==> config.mk <==
export PLATFORM = sky130hd
export DESIGN_NAME = at_response_parser_top_flat
export DESIGN_NICKNAME = d
export VERILOG_FILES = /design/src/rtl/atrp_pkg.sv /design/src/rtl/atrp_if.sv /design/src/rtl/atrp_core.sv /design/src/rtl/at_response_parser_top.sv /design/src/flat_wrapper.sv
export SDC_FILE = /design/constraint.sdc
export NUM_CORES = 1
export LEC_CHECK = 0
export ABC_AREA = 1
export BUFFER_PORTS_ARGS = -buffer_cell sky130_fd_sc_hd__buf_2
export CORE_ASPECT_RATIO = 1.1
export CORE_MARGIN = 5
export CORE_UTILIZATION = 61
export DETAILED_ROUTE_END_ITERATION = 16
export PLACE_DENSITY = 0.8
export SYNTH_ARGS = -nofsm -noshare
export SYNTH_HDL_FRONTEND = slang
export SYNTH_SLANG_ARGS = --single-unit
==> constraint.sdc <==
create_clock -name clock -period 5.4 [get_ports clock]
set_input_delay 1.08 -clock clock [delete_from_list [all_inputs] [get_ports clock]]
set_output_delay 1.08 -clock clock [all_outputs]
set_load 0.005 [all_outputs]
==> src/rtl/atrp_pkg.sv <==
// types, codes and character constants shared by the response parser files
`timescale 1ns / 1ps

package atrp_pkg;

   // line buffer size, fixed by the widths of the store and count fields
   localparam int MAX_LINES    = 8;
   localparam int MAX_LINE_LEN = 128;

   localparam logic [7:0] CHAR_CR    = 8'h0D;
   localparam logic [7:0] CHAR_LF    = 8'h0A;
   localparam logic [7:0] PRINT_LO   = 8'd32;
   localparam logic [7:0] PRINT_HI   = 8'd126;
   localparam logic [7:0] CHAR_O     = 8'h4F;
   localparam logic [7:0] CHAR_E     = 8'h45;
   localparam logic [7:0] CHAR_PLUS  = 8'h2B;
   localparam logic [7:0] CHAR_C     = 8'h43;
   localparam logic [7:0] CHAR_K     = 8'h4B;
   localparam logic [7:0] CHAR_R     = 8'h52;

   typedef enum logic [4:0] {
      ST_WAIT_CR    = 5'd0,
      ST_WAIT_LF    = 5'd1,
      ST_LINE_START = 5'd2,
      ST_OK_K       = 5'd3,
      ST_OK_CR      = 5'd4,
      ST_OK_LF      = 5'd5,
      ST_OK_DONE    = 5'd6,
      ST_ERR_R1     = 5'd7,
      ST_ERR_R2     = 5'd8,
      ST_ERR_O      = 5'd9,
      ST_ERR_R3     = 5'd10,
      ST_ERR_CR     = 5'd11,
      ST_ERR_LF     = 5'd12,
      ST_ERR_DONE   = 5'd13,
      ST_PLUS       = 5'd14,
      ST_DATA       = 5'd15,
      ST_DATA_LF    = 5'd16,
      ST_LINE_END   = 5'd17,
      ST_TAIL_LF    = 5'd18,
      ST_FINAL      = 5'd19
   } state_type;

   typedef enum logic [1:0] {
      STAT_NOT_READY = 2'd0,
      STAT_DONE      = 2'd1,
      STAT_ERROR     = 2'd2
   } status_type;

   typedef struct packed {
      logic [1:0] status;
      logic       response_ok;
      logic [3:0] lines_held;
      logic       clear_record;
      logic       char_stored;
      logic [2:0] store_line;
      logic [6:0] store_column;
      logic [7:0] store_char;
      logic       line_closed;
      logic [7:0] closed_length;
   } result_type;

   function automatic logic is_print(input logic [7:0] c);
      return (c >= PRINT_LO) && (c <= PRINT_HI);
   endfunction

endpackage

==> src/rtl/atrp_if.sv <==
// valid/ready channel interfaces for the byte input and the result output
`timescale 1ns / 1ps

interface atrp_req_if;
   logic       valid;
   logic       ready;
   logic [7:0] char_in;

   modport source (output valid, output char_in, input ready);
   modport sink (input valid, input char_in, output ready);
endinterface

interface atrp_rsp_if;
   logic       valid;
   logic       ready;
   logic [1:0] status;
   logic       response_ok;
   logic [3:0] lines_held;
   logic       clear_record;
   logic       char_stored;
   logic [2:0] store_line;
   logic [6:0] store_column;
   logic [7:0] store_char;
   logic       line_closed;
   logic [7:0] closed_length;

   modport source (output valid, input ready, output status, output response_ok,
                   output lines_held, output clear_record, output char_stored,
                   output store_line, output store_column, output store_char,
                   output line_closed, output closed_length);
   modport sink (input valid, output ready, input status, input response_ok,
                 input lines_held, input clear_record, input char_stored,
                 input store_line, input store_column, input store_char,
                 input line_closed, input closed_length);
endinterface

==> src/rtl/atrp_core.sv <==
// recognizer state machine with column, line and ok tracking, one byte per step
`timescale 1ns / 1ps

module atrp_core
   import atrp_pkg::*;
(
   input  logic       clock,
   input  logic       reset,
   input  logic       step_en,
   input  logic [7:0] char_in,
   output result_type result
);

   localparam int LW = $clog2(MAX_LINES + 1);
   localparam int CW = $clog2(MAX_LINE_LEN + 1);

   state_type       state_ff, state_in;
   logic [CW-1:0]   column_ff, column_in;
   logic [LW-1:0]   lines_ff, lines_in;
   logic            ok_ff, ok_in;

   status_type      status;
   logic            clear_rec;
   logic            store_req;
   logic            close_req;
   logic            ok_load;
   logic            ok_val;
   logic            do_store;
   logic            do_close;

   // next state: any byte that does not match leaves the state as it is, but the done states move on with every byte
   always_comb begin
      state_in = state_ff;
      case (state_ff)
         ST_WAIT_CR: begin
            state_in = (char_in == CHAR_CR) ? ST_WAIT_LF : ST_WAIT_CR;
         end
         ST_WAIT_LF: begin
            if (char_in == CHAR_LF) state_in = ST_LINE_START;
         end
         ST_LINE_START: begin
            if (char_in == CHAR_O) state_in = ST_OK_K;
            else if (char_in == CHAR_E) state_in = ST_ERR_R1;
            else if (char_in == CHAR_PLUS) state_in = ST_PLUS;
            else if (char_in != CHAR_C && is_print(char_in)) state_in = ST_DATA;
         end
         ST_OK_K: begin
            if (char_in == CHAR_K) state_in = ST_OK_CR;
         end
         ST_OK_CR: begin
            if (char_in == CHAR_CR) state_in = ST_OK_LF;
         end
         ST_OK_LF: begin
            if (char_in == CHAR_LF) state_in = ST_OK_DONE;
         end
         ST_ERR_CR: begin
            if (char_in == CHAR_CR) state_in = ST_ERR_LF;
         end
         ST_ERR_LF: begin
            if (char_in == CHAR_LF) state_in = ST_ERR_DONE;
         end
         ST_OK_DONE, ST_ERR_DONE: begin
            state_in = (char_in == CHAR_CR) ? ST_WAIT_LF : ST_WAIT_CR;
         end
         ST_ERR_R1: begin
            if (char_in == CHAR_R) state_in = ST_ERR_R2;
         end
         ST_ERR_R2: begin
            if (char_in == CHAR_R) state_in = ST_ERR_O;
         end
         ST_ERR_O: begin
            if (char_in == CHAR_O) state_in = ST_ERR_R3;
         end
         ST_ERR_R3: begin
            if (char_in == CHAR_R) state_in = ST_ERR_CR;
         end
         ST_PLUS: begin
            if (char_in == CHAR_C) state_in = ST_DATA;
         end
         ST_DATA: begin
            if (!is_print(char_in) && char_in == CHAR_CR) state_in = ST_DATA_LF;
         end
         ST_DATA_LF: begin
            if (char_in == CHAR_LF) state_in = ST_LINE_END;
         end
         ST_LINE_END: begin
            if (char_in == CHAR_PLUS) state_in = ST_PLUS;
            else if (char_in == CHAR_CR) state_in = ST_TAIL_LF;
         end
         ST_TAIL_LF: begin
            if (char_in == CHAR_LF) state_in = ST_FINAL;
         end
         ST_FINAL: begin
            if (char_in == CHAR_E) state_in = ST_ERR_R1;
            else if (char_in == CHAR_O) state_in = ST_OK_K;
         end
         default: begin
            state_in = state_ff;
         end
      endcase
   end

   // per-state actions and status
   always_comb begin
      status    = STAT_NOT_READY;
      clear_rec = 1'b0;
      store_req = 1'b0;
      close_req = 1'b0;
      ok_load   = 1'b0;
      ok_val    = 1'b0;
      case (state_ff)
         ST_WAIT_CR: begin
            clear_rec = 1'b1;
         end
         ST_WAIT_LF: begin
            clear_rec = 1'b1;
            if (char_in != CHAR_LF) status = STAT_ERROR;
         end
         ST_LINE_START: begin
            if (char_in == CHAR_O || char_in == CHAR_E || char_in == CHAR_PLUS) begin
               status = STAT_NOT_READY;
            end else if (char_in != CHAR_C && is_print(char_in)) begin
               store_req = 1'b1;
            end else begin
               status = STAT_ERROR;
            end
         end
         ST_OK_K: begin
            if (char_in != CHAR_K) status = STAT_ERROR;
         end
         ST_OK_CR, ST_ERR_CR: begin
            if (char_in != CHAR_CR) status = STAT_ERROR;
         end
         ST_OK_LF, ST_ERR_LF, ST_DATA_LF, ST_TAIL_LF: begin
            if (char_in != CHAR_LF) status = STAT_ERROR;
         end
         ST_OK_DONE: begin
            ok_load = 1'b1;
            ok_val  = 1'b1;
            status  = STAT_DONE;
         end
         ST_ERR_DONE: begin
            ok_load = 1'b1;
            status  = STAT_DONE;
         end
         ST_ERR_R1, ST_ERR_R2, ST_ERR_R3: begin
            if (char_in != CHAR_R) status = STAT_ERROR;
         end
         ST_ERR_O: begin
            if (char_in != CHAR_O) status = STAT_ERROR;
         end
         ST_PLUS: begin
            if (char_in == CHAR_C) store_req = 1'b1;
            else status = STAT_ERROR;
         end
         ST_DATA: begin
            if (is_print(char_in)) store_req = 1'b1;
            else if (char_in != CHAR_CR) status = STAT_ERROR;
         end
         ST_LINE_END: begin
            // the close runs even when the byte itself is a syntax error
            close_req = 1'b1;
            if (char_in != CHAR_PLUS && char_in != CHAR_CR) status = STAT_ERROR;
         end
         ST_FINAL: begin
            if (char_in != CHAR_E && char_in != CHAR_O) status = STAT_ERROR;
         end
         default: begin
            status = STAT_ERROR;
         end
      endcase
   end

   assign do_store = store_req && (column_ff < CW'(MAX_LINE_LEN))
                     && (lines_ff < LW'(MAX_LINES));
   assign do_close = close_req && (lines_ff < LW'(MAX_LINES));

   always_comb begin
      lines_in  = lines_ff;
      column_in = column_ff;
      ok_in     = ok_ff;
      if (clear_rec) begin
         lines_in = '0;
         ok_in    = 1'b0;
      end
      if (ok_load) ok_in = ok_val;
      if (do_close) begin
         lines_in  = lines_ff + LW'(1);
         column_in = '0;
      end else if (do_store) begin
         column_in = column_ff + CW'(1);
      end
   end

   always_comb begin
      result.status        = status;
      result.response_ok   = ok_in;
      result.lines_held    = 4'(lines_in);
      result.clear_record  = clear_rec;
      result.char_stored   = do_store;
      result.store_line    = do_store ? 3'(lines_ff) : 3'd0;
      result.store_column  = do_store ? 7'(column_ff) : 7'd0;
      result.store_char    = do_store ? char_in : 8'd0;
      result.line_closed   = do_close;
      result.closed_length = do_close ? 8'(column_ff) : 8'd0;
   end

   always_ff @(posedge clock) begin
      if (reset) begin
         state_ff  <= ST_WAIT_CR;
         column_ff <= '0;
         lines_ff  <= '0;
         ok_ff     <= 1'b0;
      end else if (step_en) begin
         if (status != STAT_ERROR) state_ff <= state_in;
         column_ff <= column_in;
         lines_ff  <= lines_in;
         ok_ff     <= ok_in;
      end
   end

`ifndef SYNTHESIS
   a_lines_bound: assert property (@(posedge clock) disable iff (reset)
      lines_ff <= LW'(MAX_LINES))
      else $error("line count above its limit");

   a_column_bound: assert property (@(posedge clock) disable iff (reset)
      column_ff <= CW'(MAX_LINE_LEN))
      else $error("column count above its limit");

   a_clear_state: assert property (@(posedge clock) disable iff (reset)
      step_en && (state_ff == ST_WAIT_CR || state_ff == ST_WAIT_LF)
      |=> lines_ff == '0 && !ok_ff)
      else $error("record not cleared while waiting for frame start");

   a_error_holds: assert property (@(posedge clock) disable iff (reset)
      step_en && status == STAT_ERROR |=> $stable(state_ff))
      else $error("state moved on a syntax error");
`endif

endmodule

==> src/rtl/at_response_parser_top.sv <==
// AT command response parser: input register, recognizer step and result register
// One byte is taken per transfer and gives exactly one result. A byte sits in the
// input register while the recognizer step runs, then its result is held in the
// output register until taken, so a new byte can be accepted every cycle while
// the result side keeps up; the combinational recognizer step between the two
// registers sets that rate. Results carry status, ok flag, line count and write
// or close events for an external line buffer.
`timescale 1ns / 1ps

module at_response_parser_top
   import atrp_pkg::*;
(
   input  logic          clock,
   input  logic          reset,
   atrp_req_if.sink      req,
   atrp_rsp_if.source    rsp
);

   logic       in_valid_ff, in_valid_in;
   logic [7:0] char_ff;
   logic       out_valid_ff, out_valid_in;
   result_type rsp_ff;
   result_type step_result;
   logic       advance;
   logic       req_xfer;

   // byte moves to the result register when that register is free or draining
   assign advance     = in_valid_ff && (!out_valid_ff || rsp.ready);
   assign req.ready   = !in_valid_ff || advance;
   assign req_xfer    = req.valid && req.ready;
   assign in_valid_in = req_xfer || (in_valid_ff && !advance);
   assign out_valid_in = advance || (out_valid_ff && !rsp.ready);

   atrp_core u_core (
      .clock   (clock),
      .reset   (reset),
      .step_en (advance),
      .char_in (char_ff),
      .result  (step_result)
   );

   always_ff @(posedge clock) begin
      if (reset) begin
         in_valid_ff  <= 1'b0;
         out_valid_ff <= 1'b0;
      end else begin
         in_valid_ff  <= in_valid_in;
         out_valid_ff <= out_valid_in;
      end
   end

   always_ff @(posedge clock) begin
      if (req_xfer) char_ff <= req.char_in;
      if (advance) rsp_ff <= step_result;
   end

   assign rsp.valid         = out_valid_ff;
   assign rsp.status        = rsp_ff.status;
   assign rsp.response_ok   = rsp_ff.response_ok;
   assign rsp.lines_held    = rsp_ff.lines_held;
   assign rsp.clear_record  = rsp_ff.clear_record;
   assign rsp.char_stored   = rsp_ff.char_stored;
   assign rsp.store_line    = rsp_ff.store_line;
   assign rsp.store_column  = rsp_ff.store_column;
   assign rsp.store_char    = rsp_ff.store_char;
   assign rsp.line_closed   = rsp_ff.line_closed;
   assign rsp.closed_length = rsp_ff.closed_length;

`ifndef SYNTHESIS
   a_advance_fills: assert property (@(posedge clock) disable iff (reset)
      advance |=> out_valid_ff)
      else $error("result register empty after a step");

   a_input_held: assert property (@(posedge clock) disable iff (reset)
      in_valid_ff && !advance |=> in_valid_ff && $stable(char_ff))
      else $error("pending byte lost while result side stalled");

   a_xfer_loads: assert property (@(posedge clock) disable iff (reset)
      req_xfer |=> in_valid_ff)
      else $error("accepted byte not held in the input register");
`endif

endmodule

==> src/flat_wrapper.sv <==
// flat-port wrapper written by rule: the top's interface ports become plain ports
module at_response_parser_top_flat import atrp_pkg::*;
  (clock, reset, req_valid, req_char_in, req_ready, rsp_valid, rsp_ready, rsp_status, rsp_response_ok, rsp_lines_held, rsp_clear_record, rsp_char_stored, rsp_store_line, rsp_store_column, rsp_store_char, rsp_line_closed, rsp_closed_length);
  atrp_req_if req_i ();
  atrp_rsp_if rsp_i ();
  input  logic clock;
  input  logic reset;
  input wire logic [$bits(req_i.valid)-1:0] req_valid;
  input wire logic [$bits(req_i.char_in)-1:0] req_char_in;
  output wire logic [$bits(req_i.ready)-1:0] req_ready;
  output wire logic [$bits(rsp_i.valid)-1:0] rsp_valid;
  input wire logic [$bits(rsp_i.ready)-1:0] rsp_ready;
  output wire logic [$bits(rsp_i.status)-1:0] rsp_status;
  output wire logic [$bits(rsp_i.response_ok)-1:0] rsp_response_ok;
  output wire logic [$bits(rsp_i.lines_held)-1:0] rsp_lines_held;
  output wire logic [$bits(rsp_i.clear_record)-1:0] rsp_clear_record;
  output wire logic [$bits(rsp_i.char_stored)-1:0] rsp_char_stored;
  output wire logic [$bits(rsp_i.store_line)-1:0] rsp_store_line;
  output wire logic [$bits(rsp_i.store_column)-1:0] rsp_store_column;
  output wire logic [$bits(rsp_i.store_char)-1:0] rsp_store_char;
  output wire logic [$bits(rsp_i.line_closed)-1:0] rsp_line_closed;
  output wire logic [$bits(rsp_i.closed_length)-1:0] rsp_closed_length;
  assign req_i.valid = req_valid;
  assign req_i.char_in = req_char_in;
  assign req_ready = req_i.ready;
  assign rsp_valid = rsp_i.valid;
  assign rsp_i.ready = rsp_ready;
  assign rsp_status = rsp_i.status;
  assign rsp_response_ok = rsp_i.response_ok;
  assign rsp_lines_held = rsp_i.lines_held;
  assign rsp_clear_record = rsp_i.clear_record;
  assign rsp_char_stored = rsp_i.char_stored;
  assign rsp_store_line = rsp_i.store_line;
  assign rsp_store_column = rsp_i.store_column;
  assign rsp_store_char = rsp_i.store_char;
  assign rsp_line_closed = rsp_i.line_closed;
  assign rsp_closed_length = rsp_i.closed_length;
  at_response_parser_top u_core (.clock(clock), .reset(reset), .req(req_i), .rsp(rsp_i));
endmodule
==> impl_metrics.toml, run 1 <==
[run_status]
status = "finished, final reports clean"

[critical_path]
cp-endpoint = "u_core.u_core.state_ff[0]"
cp_slowest_stage_delay_ns = 0.55
rr_worst_depth = 10
end_kind = "flip-flop"
crit_required_ns = 5.63
crit_cells = 12
cp_max_fo = 15
arrival_ns = 2.83
crit_top_cell = "nand2_1"
start_kind = "primary input"
timing.rr.start = "u_core.rsp.valid"
r2r_end = "u_core.u_core.state_ff[0]"
rrSetupSlack_ns = 3.32
slowest_stage = "inv_1"
path_buf_inv = 3
cp_cell_sequence = "buf_2 -> inv_1 -> nand2_1 -> nand2_1 -> inv_1 -> nand3_1 -> nor2_2 -> nand2_1 -> nor2_2 -> nand3_1 -> nand2_1 -> nor2_1"
criticalPathCategory = "primary input to flip-flop"
path_delay_family = "simple AND/OR/NAND/NOR gates"
crit_start = "rsp_ready"

[pwr]
clkPwrFrac_pct = 32.5
ir_drop_v = 0.000224
p_sw_uw = 479
p_sw_share_pct = 32.5
p_seq_share_pct = 40.8
comb_power_share_pct = 26.7
powerDensity_nw_per_um2 = 370
power_leakage_nw = 1.77
p_int_uw = 995

[drt]
viasPerCell = 5.41
firstDrtPassIters = 5
ant_nets = 0
drc = 0
route.vias.total = 3059
wire_per_inst_um = 14.2
totalWireLength_mm = 8.00
drt-initial-drc-count = 253

[clocking]
clk_pin_slew_ns = 0.07
cts_tree = "yes"
clock-sinks = 64
root_buffer = "clkbuf_8"
cts_resized = 0
cts_hold_buf = 0
cts_buffer_depth = 2
post-cts-setup-buffers = 0
h-tree-depth = 3
clk_latency_ns = 0.34
cts_buffers = 9

[synth]
syn-num-nets = 444
synth-edff-count = 44
yosysSeqAreaShare_pct = 50.1
yosysTopAreaCell = "edfxtp_1"
synth_top_area_share_pct = 38.4
ys_ff_latch = 64
synthArstFlopShare_pct = 0
netlist_instances = 430
syn_area_per_cell_um2 = 8.00
synth_area_um2 = 3440
ys_types = 35
yosys_warnings = 0
synth_area_leaders = "edfxtp_1 38%, dfxtp_1 12%, nand2_1 9.3%"
synth_ff_type = "edfxtp_1"

[sta]
fin_crit_sh_pct = 48.1
finalSetupTns_ns = 0
hold_viol = 0
post-route-min-period_ns = 2.60
hold_slack_ns = 0.466
setup_viol_count_final = 0
fmax_mhz = 385
slew-limit-headroom_pct = 58.2
finClkSkew_ns = 0.00969
rsz0062_at_grt = "false"
worstMarginPinSlew_ns = 0.627
slew_violations = 0

[global_routing]
grt_max_degree = 26
grt-ovfl-total = 0
grtUsageTotal_pct = 23.7
grt_pass1_vias = 2775
grt_pass1_wl_mm = 12.9
antenna_found_initial = 0

[cells_and_area]
utilization_pct = 73.3
mostFrequentLayoutCells = "85 x nand2_1, 77 x nor2_1, 57 x inv_1, 49 x buf_2, 44 x edfxtp_1"
drive_gt1_share_pct = 21.8
layout_commonest_cell = "nand2_1"
fillers = 409
antenna_cells = 0
nNetsFinal = 499
syn_to_final_growth_pct = 15.8

[placement]
gp_congestion = 0.929
dp_hpwl_mm = 5.80
io_buffers = 49

[floorplan]
ios = 50
num_rows = 28
initial_core_util_pct = 63.3
die_h_um = 88.8
core_um2 = 5430
die-area_um2 = 7240
dieWidth_um = 81.6

[run]
cap_violations = 0

[hold_path]
hp-class = "flip-flop to flip-flop"
-- worst reg2reg max path: cells and delay by family, from the launching register on --
family / cells / cell delay (ns)
AND/OR/NAND/NOR: 9 / 1.10
flip-flops: 1 / 0.32
buffers and inverters: 1 / 0.55
-- registers in the layout (all words and copies together) (netlist names), 2 cells and up --
register and flops:
u_core.rsp.store_column 7, u_core.rsp.lines_held 4, u_core.u_core.column_ff 8, u_core.rsp.closed_length 8
u_core.rsp.status 2, u_core.rsp.store_line 3, u_core.u_core.state_ff 5, u_core.rsp.store_char 8
u_core.char_ff 8, u_core.u_core.lines_ff 4
-- synth_stat cells, types with 5 or more instances --
cell and instances:
a21oi_1 21, dfxtp_1 20, edfxtp_1 44, inv_1 57
inv_2 7, nand2_1 85, nand2_2 9, nand3_1 35
nand4_1 8, nor2_1 77, nor2_2 12, nor2_4 5
o21ai_0 15
-- how the worst min path moves through the flow --
stage / endpoint / startpoint / slack (ns) / depth (start not counted)
after global routing: u_core.rsp.valid / u_core.in_valid_ff / 0.50 / 2
final: u_core.rsp.valid / u_core.in_valid_ff / 0.47 / 2
after CTS: u_core.rsp.valid / u_core.in_valid_ff / 0.47 / 2
after floorplan: u_core.rsp.valid / u_core.in_valid_ff / 0.44 / 2
after global placement: u_core.rsp.valid / u_core.in_valid_ff / 0.46 / 2
after detailed placement: u_core.rsp.valid / u_core.in_valid_ff / 0.48 / 2
-- metal layers --
metal  vias to the layer above  wire length, um  GRT usage, %
li1                       1502                -             -
met1                      1417             3500          31.6
met2                       129             3790          37.6
met3                        11              613          5.70
met4                         0               93          9.06
met5                         -                0             0
-- through the flow --
stage | worst slack, ns | instances | instance area (um^2) | power (mW)
2_1_floorplan | 2.54 | 430 | 3440 | 0.898
3_3_place_gp | 2.60 | 549 | 3750 | 0.998
3_5_place_dp | 2.52 | 549 | 3750 | 1.00
4_1_cts | 2.84 | 565 | 3980 | 1.48
5_1_grt | 2.64 | 565 | 3980 | 1.56
6_report | 2.80 | 565 | 3980 | 1.47
-- layout make-up --
class | count | area [um^2] | share of cell area [%]
multi-input cells | 296 | 1440 | 36.1
inverters | 64 | 240 | 6.03
repair buffers | 50 | 253 | 6.35
clock inverters | 6 | 108 | 2.70
flip-flops and latches | 64 | 1720 | 43.2
well taps | 75 | 93.8 | 2.36
clock buffers | 10 | 128 | 3.20
-- cells by family (layout without fill, tap and decap cells) --
kind of cell | Yosys count | in the layout | share of synthesized area [%]
AND/OR/NAND/NOR | 246 | 246 | 33.2
buffers and inverters | 70 | 130 | 8.11
flip-flops | 64 | 64 | 50.1
AO/OA/AOI/OAI | 44 | 44 | 7.02
XOR/XNOR | 3 | 3 | 0.764
adder cells (fa/ha/maj) | 2 | 2 | 0.727
other | 1 | 1 | 0.109
-- power by group through the flow --
stage / sequential [mW] / combinational, mW / clock, mW
finish: 0.602 / 0.394 / 0.479
CTS: 0.601 / 0.392 / 0.485
detailed placement: 0.610 / 0.391 / 0
global route: 0.605 / 0.439 / 0.512
global placement: 0.610 / 0.388 / 0
floorplan: 0.595 / 0.303 / 0
No activity file was read; power rests on OpenSTA's default activity.
==> run 2: changes to the inputs <==
- CORE_UTILIZATION: 61 -> 52
- PLACE_DENSITY: 0.8 -> 0.73
- clock period: 5.4 -> 2.2 ns (I/O delays scaled with it)
==> run 2 against run 1 <==
  * Sequential power rose by 140%
  * Flip-flop and latch count unchanged
  * Highest routed layer unchanged
  * Clock-buffer cell count is 1 lower
==> impl_metrics.toml, run 2 (same netlist as run 1, synthesis figures left out) <==
[critical_path]
criticalPathCategory = "flip-flop to flip-flop"
cp_cell_sequence = "inv_2 -> nor2_4 -> nand3_2 -> a211oi_2 -> nand3_4 -> nand2_4 -> nand2_1 -> a21oi_1"
crit_required_ns = 2.47
cp_slowest_stage_delay_ns = 0.57
rr_worst_depth = 8
r2r_end = "u_core.u_core.column_ff[2]"
timing.rr.start = "u_core.u_core.state_ff[1]"
start_kind = "flip-flop"
arrival_ns = 2.29
slowest_stage = "dfxtp_1"
end_kind = "flip-flop"
cp_max_fo = 9
rrSetupSlack_ns = 0.18

[global_routing]
grtUsageTotal_pct = 20.6
antenna_found_initial = 0
grt_pass1_vias = 2905
grt_max_degree = 23
grt_pass1_wl_mm = 13.3
grt-ovfl-total = 0

[sta]
hold_viol = 0
final.setup.worst_slack_ns = 0.182
post-route-min-period_ns = 2.02
setup_viol_count_final = 0
fin_crit_sh_pct = 91.7
finClkSkew_ns = 0.00861
rsz0062_at_grt = "false"
slew_violations = 0
finalSetupTns_ns = 0
fmax_mhz = 495

[drt]
ant_nets = 0
viasPerCell = 5.26
wire_per_inst_um = 14.2
drt-initial-drc-count = 211
drc = 0
route.vias.total = 3035
firstDrtPassIters = 5
totalWireLength_mm = 8.20

[placement]
pre_cts_slack_ns = 0.178
io_buffers = 49
dp_hpwl_mm = 5.92
gp_congestion = 0.905
post_dp_cell_area_um2 = 3800

[hold_path]
hp-class = "primary input to flip-flop"
min_from = "req_char_in[0]"
whs_endpoint = "u_core.char_ff[0]"
hold_depth = 1

[floorplan]
die-area_um2 = 8340
initial_core_util_pct = 52.8
die_h_um = 95.3
num_rows = 31
ios = 50
dieWidth_um = 87.5
core_um2 = 6520

[clocking]
cts_buffer_depth = 2
cts_tree = "yes"
clk_latency_ns = 0.34
clock-sinks = 64
cts_buffers = 9
clk_pin_slew_ns = 0.08
root_buffer = "clkbuf_8"
h-tree-depth = 3
post-cts-setup-buffers = 0

[pwr]
power_leakage_nw = 1.80
ir_drop_v = 0.000652
finalPower_mw = 3.72
powerDensity_nw_per_um2 = 921

[cells_and_area]
layout_commonest_cell = "nand2_1"
drive_gt1_share_pct = 23.0
fillers = 571
mostFrequentLayoutCells = "85 x nand2_1, 77 x nor2_1, 56 x inv_1, 49 x buf_2, 44 x edfxtp_1"
syn_to_final_growth_pct = 17.6
antenna_cells = 0
final_cell_area_um2 = 4050
nNetsFinal = 504

[run]
cap_violations = 0

[run_status]
status = "finished, final reports clean"
==> run 2: cell count changes in the layout (fill, tap and decap cells not counted), sizes merged <==
cell and delta:
buf +5, clkinv -1, clkinvlp +2, clkbuf -1
==> run 2: cell type report <==
cell class                 count  area (um^2)  share of cell area [%]
timing repair buffer          55          290                    7.18
inverter                      64          244                    6.03
sequential                    64         1720                    42.6
tap                           82          103                    2.54
multi-input combinational    296         1440                    35.7
clock buffer                   9          124                    3.06
clock inverter                 7          119                    2.94
==> run 2: power breakdown <==
| group | internal [mW] | switching, mW | leakage, nW |
|---|---|---|---|
| clock | 0.754 | 0.468 | 0.117 |
| combinational | 0.350 | 0.681 | 1.10 |
| sequential | 1.38 | 0.0880 | 0.582 |
| total | 2.49 | 1.24 | 1.80 |
==> run 2: what timing repair did <==
item                       4_1_cts  5_1_grt
resized for setup                0        1
setup endpoints to repair        0       15
hold endpoints to repair         0        0
hold buffers                     0        0
==> run 2: through the flow <==
stage	cells	hold slack [ns]	utilization, %
after floorplan	430	0.443	-
after global placement	561	0.459	58.3
after detailed placement	561	0.461	58.3
after CTS	577	0.265	62.0
after global routing	577	0.260	62.1
final	577	0.278	62.1
==> run 2: routing by layer <==
layer	global-route usage, %	vias to the layer above	wire length [um]
met5	0	-	0
met4	10.1	0	218
met3	3.89	25	478
met2	33.8	122	3940
met1	26.0	1369	3560
li1	-	1519	-
==> run 2: how the worst max path moves through the flow <==
stage	startpoint	to	slack [ns]
global placement	u_core.char_ff[4]	u_core.rsp.store_line[1]	0.17
CTS	u_core.u_core.state_ff[1]	u_core.rsp.store_column[4]	0.15
detailed placement	u_core.u_core.state_ff[1]	u_core.rsp.store_char[5]	0.18
floorplan	rsp_ready	u_core.u_core.column_ff[0]	0.31
finish	u_core.u_core.state_ff[1]	u_core.u_core.column_ff[2]	0.18
global route	u_core.char_ff[4]	u_core.u_core.state_ff[3]	0.003
==> run 2: critical path, delay by kind of cell (launching register included) <==
family          cells  cell delay (ns)
buf+inv             1             0.08
simple gates        5             0.73
flops               1             0.57
compound gates      2             0.56
